<file path="src/rtl/ilist_pkg.sv">
// Shared types and constants for the indexed list engine.
`timescale 1ns / 1ps
package ilist_pkg;

	localparam int CAPACITY_DEF  = 64;
	localparam int ELEM_W_DEF    = 32;

	localparam int KIND_W        = 3;
	localparam int POS_W         = 7;
	localparam int ELEM_PORT_W   = 32;
	localparam int STAT_W        = 2;
	localparam int CNT_PORT_W    = 7;
	localparam int FPOS_W        = 6;
	// wide enough for any count up to the largest supported capacity
	localparam int CNT_MAX_W     = 11;

	typedef enum logic [KIND_W-1:0] {
		K_APPEND = 3'd0,
		K_INSERT = 3'd1,
		K_READ   = 3'd2,
		K_WRITE  = 3'd3,
		K_REMOVE = 3'd4,
		K_FIND   = 3'd5,
		K_CLEAR  = 3'd6
	} kind_t;

	typedef enum logic [STAT_W-1:0] {
		ST_OK    = 2'd0,
		ST_RANGE = 2'd1,
		ST_FULL  = 2'd2
	} status_t;

	typedef enum logic [1:0] {
		S_IDLE,
		S_EXEC,
		S_RESP
	} state_t;

	typedef enum logic [1:0] {
		OP_HOLD,
		OP_INSERT,
		OP_WRITE,
		OP_REMOVE
	} cell_op_t;

	typedef struct packed {
		cell_op_t               op;
		logic                   capture;
		logic [CNT_MAX_W-1:0]   pos;
		logic [CNT_MAX_W-1:0]   cnt;
	} cell_ctl_t;

endpackage

</file>
<file path="src/rtl/ilist_cell.sv">
// One list slot: holds an entry, shifts with its neighbors, taps and compares.
`timescale 1ns / 1ps
module ilist_cell #(
	parameter int ELEM_WIDTH = 32
) (
	input  logic                           clk,
	input  ilist_pkg::cell_ctl_t           ctl,
	input  logic [ilist_pkg::CNT_MAX_W-1:0] idx,
	input  logic [ELEM_WIDTH-1:0]          elem,
	input  logic [ELEM_WIDTH-1:0]          data_lo,
	input  logic [ELEM_WIDTH-1:0]          data_hi,
	output logic [ELEM_WIDTH-1:0]          data,
	output logic [ELEM_WIDTH-1:0]          tap,
	output logic                           match
);
	import ilist_pkg::*;

	logic [ELEM_WIDTH-1:0] data_q;
	logic [ELEM_WIDTH-1:0] tap_q;
	logic                  match_q;
	logic                  at_pos;
	logic                  above_pos;

	assign at_pos    = (idx == ctl.pos);
	assign above_pos = (idx > ctl.pos);

	always_ff @(posedge clk) begin
		unique case (ctl.op)
			OP_INSERT: begin
				if (at_pos) begin
					data_q <= elem;
				end else if (above_pos) begin
					data_q <= data_lo;
				end
			end
			OP_WRITE: begin
				if (at_pos) begin
					data_q <= elem;
				end
			end
			OP_REMOVE: begin
				if (at_pos || above_pos) begin
					data_q <= data_hi;
				end
			end
			default: begin
			end
		endcase
	end

	// capture the pre-update view for the response cycle
	always_ff @(posedge clk) begin
		if (ctl.capture) begin
			tap_q   <= at_pos ? data_q : '0;
			match_q <= (idx < ctl.cnt) && (data_q == elem);
		end
	end

	assign data  = data_q;
	assign tap   = tap_q;
	assign match = match_q;

endmodule

</file>
<file path="config.mk">
export PLATFORM = sky130hd
export DESIGN_NAME = ilist_cell
export DESIGN_NICKNAME = d
export VERILOG_FILES = /design/src/rtl/ilist_pkg.sv /design/src/rtl/ilist_cell.sv
export SDC_FILE = /design/constraint.sdc
export NUM_CORES = 1
export LEC_CHECK = 0
export ABC_AREA = 1
export BUFFER_PORTS_ARGS = -buffer_cell sky130_fd_sc_hd__buf_4
export CORE_MARGIN = 2
export CORE_UTILIZATION = 54
export CTS_BUF_LIST = sky130_fd_sc_hd__clkbuf_4 sky130_fd_sc_hd__clkbuf_8
export CTS_CLUSTER_SIZE = 10
export DETAILED_ROUTE_END_ITERATION = 6
export GPL_TIMING_DRIVEN = 0
export PLACE_DENSITY_LB_ADDON = 0.3
export SETUP_SLACK_MARGIN = 0.4
export SYNTH_ARGS = -nofsm -noshare
export SYNTH_HDL_FRONTEND = slang
export SYNTH_SLANG_ARGS = --single-unit
</file>
<file path="constraint.sdc">
create_clock -name clk -period 9.5 [get_ports clk]
set_input_delay 0.95 -clock clk [delete_from_list [all_inputs] [get_ports clk]]
set_output_delay 0.95 -clock clk [all_outputs]
set_load 0.05 [all_outputs]
</file>
Yosys cells after proc, flatten, opt, wreduce, memory -nomap -nowiden
Cells that the tools add are included.
W data, S select, Z words.
{"block": "word_totals", "out_inout_bits": 65, "register_bits": 65, "input_bits": 133, "word_cells": 22}
{"block": "op_classes", "mux": 5, "n_reduce_logical": 4, "n_eq_ne": 8, "n_lt_le_gt_ge": 2}
{"operator": "$mux W32", "count": 4}
{"operator": "$pmux W32 S3", "count": 1}
{"operator": "$eq A32 B32 Y1", "count": 1}
{"operator": "$eq A11 B11 Y1", "count": 1}
{"operator": "$gt A11 B11 Y1", "count": 1}
{"operator": "$lt A11 B11 Y1", "count": 1}
{"operator": "$eq A2 B2 Y1 const B", "count": 2}
{"operator": "$ne A2 B2 Y1 const B", "count": 2}
{"operator": "$reduce_and A4 Y1", "count": 1}
{"operator": "$ne A3 B3 Y1 const B", "count": 1}
{"operator": "$reduce_bool A3 Y1", "count": 1}
{"operator": "$eq A2 B1 Y1 const B", "count": 1}
{"operator": "$logic_and A1 B1 Y1", "count": 1}
{"operator": "$logic_or A1 B1 Y1", "count": 1}

Depth between registers and ports, before layout
{"block": "logic_depth", "depth_word": 4, "mapped_depth": 11, "depth_no_buf": 10}

Worst setup path before layout
OpenSTA, ideal clock, no wires.
{"block": "synth_timing", "path_kind": "input port to flip-flop", "from": "in ctl[17] (netlist name)", "to": "reg data_q[0], in the netlist data[0] (enable)", "required_ns": 9.079, "stages": 9, "path_slack_ns": 5.789, "setup_ns": 0.421, "t_arrival_ns": 3.290, "path_buffers": 1, "cell_sequence": "inv_1 -> ha_1 -> nand2_1 -> nor2_1 -> nand3_2 -> buf_2 -> a22oi_1 -> nand2_1 -> nor2_1"}
{"block": "synth_between", "elab_chain_cells": 4, "elab_cells_between_ends": 7, "classes_between": "1 x order compare; 4 x eq/ne; 2 x reduce/logical"}
{"item": "from (decl)", "line_no": "ilist_cell.sv:7", "rtl": "input ilist_pkg::cell_ctl_t ctl,"}
{"item": "$gt A11 B11 Y1 or $eq A11 B11 Y1 (tied branches)", "line_no": "ilist_cell.sv:25, ilist_cell.sv:24"}
{"item": "$logic_or A1 B1 Y1", "line_no": "ilist_cell.sv:42", "rtl": "if (at_pos || above_pos) begin"}
{"item": "$ne A2 B2 Y1 (no source line)"}
{"item": "$reduce_and A4 Y1 (no source line) (*)"}
{"item": "to (signal assigned)", "line_no": "ilist_cell.sv:31", "rtl": "data_q <= elem;"}
{"item": "to (signal assigned)", "line_no": "ilist_cell.sv:33", "rtl": "data_q <= data_lo;"}
{"item": "to (signal assigned)", "line_no": "ilist_cell.sv:43", "rtl": "data_q <= data_hi;"}
{"item": "to (decl)", "line_no": "ilist_cell.sv:18", "rtl": "logic [ELEM_WIDTH-1:0] data_q;"}
Mark *: on every way between the ends. The rest lies on a longest branch, timed or not.
A chain may end at the register's enable or synchronous reset.

Worst setup path in the final report
{"block": "layout_timing", "from": "in idx[6] (netlist name)", "to": "reg data_q[6], in the netlist data[6] (enable)"}
{"block": "layout_between", "elab_chain_cells": 4, "elab_cells_between_ends": 7, "classes_between": "1 x order compare; 4 x eq/ne; 2 x reduce/logical"}
{"item": "from (decl)", "line_no": "ilist_cell.sv:8", "rtl": "input logic [ilist_pkg::CNT_MAX_W-1:0] idx,"}
{"item": "$gt A11 B11 Y1 or $eq A11 B11 Y1 (tied branches)", "line_no": "ilist_cell.sv:25, ilist_cell.sv:24"}
{"item": "$logic_or A1 B1 Y1", "line_no": "ilist_cell.sv:42"}
{"item": "$ne A2 B2 Y1 (no source line)"}
{"item": "$reduce_and A4 Y1 (no source line) (*)"}
Marks and branches as above.

==> results.py <==
metrics = {
    "status": {
        "status": "finished clean",
    },
    "finish": {
        "antenna_cells": 0,
        "fill_cells": 592,
        "final_nets": 890,
        "drive_above_1_share_pct": 37.0,
        "fin_cells": 841,
        "syn_to_final_growth_pct": 39.7,
        "final_util_pct": 77.8,
        "stdcell_area_sq_um": 6390,
    },
    "flow_run": {
        "max-cap-violations": 0,
    },
    "sta": {
        "period_needed_ps": 2840,
        "finalSetupViolations": 0,
        "slew_headroom_pct": 57.1,
        "rsz0062_at_grt": "no",
        "hold_violations": 0,
        "worst_slew_pin_slew_ps": 643,
        "maxSlewViolCount": 0,
        "fin_tns_setup_ps": 0,
        "fin_crit_sh_pct": 29.9,
        "whs_ps": 627,
        "fin_skew_ps": 10.2,
        "fmax_mhz": 352,
    },
    "route": {
        "top_layer": "met4",
        "route.met2.wl_um": 7440,
        "detail_route.wirelength_um": 14400,
        "wl_per_cell_um": 17.1,
        "wl_met1_um": 5020,
        "routed_via_density": 5.31,
        "wl_met3_um": 1380,
        "drtIter0Drc": 283,
        "drc_errors": 0,
        "dr.pass1.iters": 5,
        "final_antenna_net_count": 0,
        "vias": 4465,
    },
    "setup_path": {
        "path_class": "in2reg",
        "cp_max_fo": 22,
        "r2r_setup_slack_ps": 8110,
        "cp_data_required_time_ps": 9540,
        "worstSetupStartpointType": "input port",
        "setup.worst_path.end_class": "flip-flop",
        "cp.arrival_ps": 2880,
    },
    "clock_network": {
        "cts_buffer_depth": 2,
        "cts.repair.resized": 0,
        "clk-insertion-delay-late_ps": 340,
        "numCtsBuffers": 9,
        "cts_max_level": 3,
        "cts_tree": "done",
        "post_cts_buffers": 0,
        "path_clk_slew_ps": 80,
        "cts.sinks": 65,
        "cts_root_buf": "clkbuf_8",
        "postCtsHoldBufs": 0,
    },
    "placed_design": {
        "io_buffers": 197,
        "hpwlAfterDp_um": 11100,
        "place_inst": 827,
        "postPlaceCellArea_sq_um": 6220,
        "place.gp.congestion": 0.828,
    },
    "grt": {
        "overflow": 0,
        "antenna_found_initial": 0,
        "grt_usage_pct": 31.1,
        "grt_pass1_wl_um": 21200,
        "first_global_vias": 4537,
        "grt_max_degree": 34,
    },
    "synthesis": {
        "post_synth_instance_area_sq_um": 4580,
        "yosys-top-cells-area": "edfxtp_1, nand2_1, inv_1",
        "avgSynthCellArea_sq_um": 8.73,
        "yosys_warnings": 0,
        "syn-num-nets": 681,
        "ys_ff_latch": 65,
        "seq_area_frac_synth_pct": 42.7,
        "yosysTopAreaCellShare_pct": 42.7,
        "postSynthCellCount": 524,
        "yosys.area.top_type": "edfxtp_1",
        "yosysUniqueCellTypes": 32,
    },
    "worst_hold_path": {
        "worstHoldPathType": "reg2reg",
    },
    "power": {
        "irDropWorstVdd_mv": 0.0702,
        "power_density_nw_per_um2": 144,
        "leakagePower_uw": 0.00321,
    },
    "floorplanning": {
        "core-area_sq_um": 8220,
        "die_area_sq_um": 9230,
        "dieHeight_um": 96.1,
        "rows": 33,
        "die_w_um": 96.1,
        "io_pins": 198,
        "initial_utilization_pct": 55.7,
    },
}
area by class of cell:
cell class	instances	area, sq um	area share [%]
Buffer	20	164	2.56
Inverter	101	379	5.93
Clock buffer	9	124	1.94
Tap cell	105	131	2.05
Sequential cell	65	1950	30.5
Timing Repair Buffer	198	1510	23.6
Multi-Input combinational cell	338	2090	32.7
Clock inverter	5	48.8	0.763
layer usage:
layer	GRT usage (%)	up-vias
met3	5.48	44
met5	0	-
met1	34.0	2039
li1	-	2106
met4	17.7	0
met2	56.1	276
state kept, by name (all words and copies together) (netlist names):
| register | cells |
|---|---|
| tap | 32 |
| data | 32 |
| match | 1 |
worst max-delay path, cell delays in order:
cell	delay [ps]
buf_4	110
ha_1	280
nand2_1	80
nor2_1	200
nand3_2	130
buf_2	210
a22oi_1	160
nand2_1	140
nor2_4	350
buf_16	230
cells in the mapped netlist (all sizes together):
master / count
o21a: 7
nor2: 59
buf: 13
clkinv: 1
nand2: 140
nor3b: 1
o211ai: 35
a21oi: 7
edfxtp: 65
o21bai: 1
nor3: 2
xnor2: 10
o21ai: 10
o22ai: 2
nand4: 5
nand3b: 2
a22oi: 1
xor2: 8
ha: 24
inv: 100
or2: 1
nand3: 23
clkbuf: 7
stage by stage:
step	setup slack (ps)	total power [uW]
2_1_floorplan	5790	567
3_3_place_gp	4700	684
3_5_place_dp	6310	698
4_1_cts	6660	916
5_1_grt	6530	950
6_report	6660	919
cells in the final DEF, fill, tap and decap left out, types with 3 or more instances in the layout:
master	count
buf_2	5
clkinv_2	3
ha_1	24
nor2_4	22
nor2_1	36
buf_4	198
xnor2_1	10
inv_1	100
edfxtp_1	65
clkbuf_1	7
nand2_2	9
o211ai_1	20
buf_6	4
a21oi_1	7
nand2_1	131
nand3_1	22
buf_12	3
nand4_1	5
o211ai_2	15
clkbuf_8	9
o21a_1	7
o21ai_0	8
xor2_1	8
report_power, final:
part	total [uW]	switching, uW	internal, uW
Clock	225	109	116
Combinational	320	205	115
Sequential	374	24.1	350
Total	919	338	581
logic make-up (layout without fill, tap and decap cells):
| kind of cell | count (synthesis) | in the layout | synth area share (%) |
|---|---|---|---|
| flip-flops | 65 | 65 | 42.7 |
| XOR/XNOR | 18 | 18 | 3.45 |
| AO/OA/AOI/OAI | 63 | 63 | 11.0 |
| AND/OR/NAND/NOR | 233 | 233 | 24.5 |
| adder cells (fa/ha/maj) | 24 | 24 | 6.56 |
| buffers and inverters | 121 | 333 | 11.9 |
worst paths after layout:
path,startpoint,endpoint,cells past startpoint
setup reg to reg,data[26]$_DFFE_PP_,match$_DFFE_PP_,7
hold / removal,data[29]$_DFFE_PP_,tap[29]$_SDFFCE_PN0P_,2
setup / recovery,idx[6],data[6]$_DFFE_PP_,10
hold reg to reg,data[29]$_DFFE_PP_,tap[29]$_SDFFCE_PN0P_,2
Note: power is estimated with default switching activity, not from simulation.
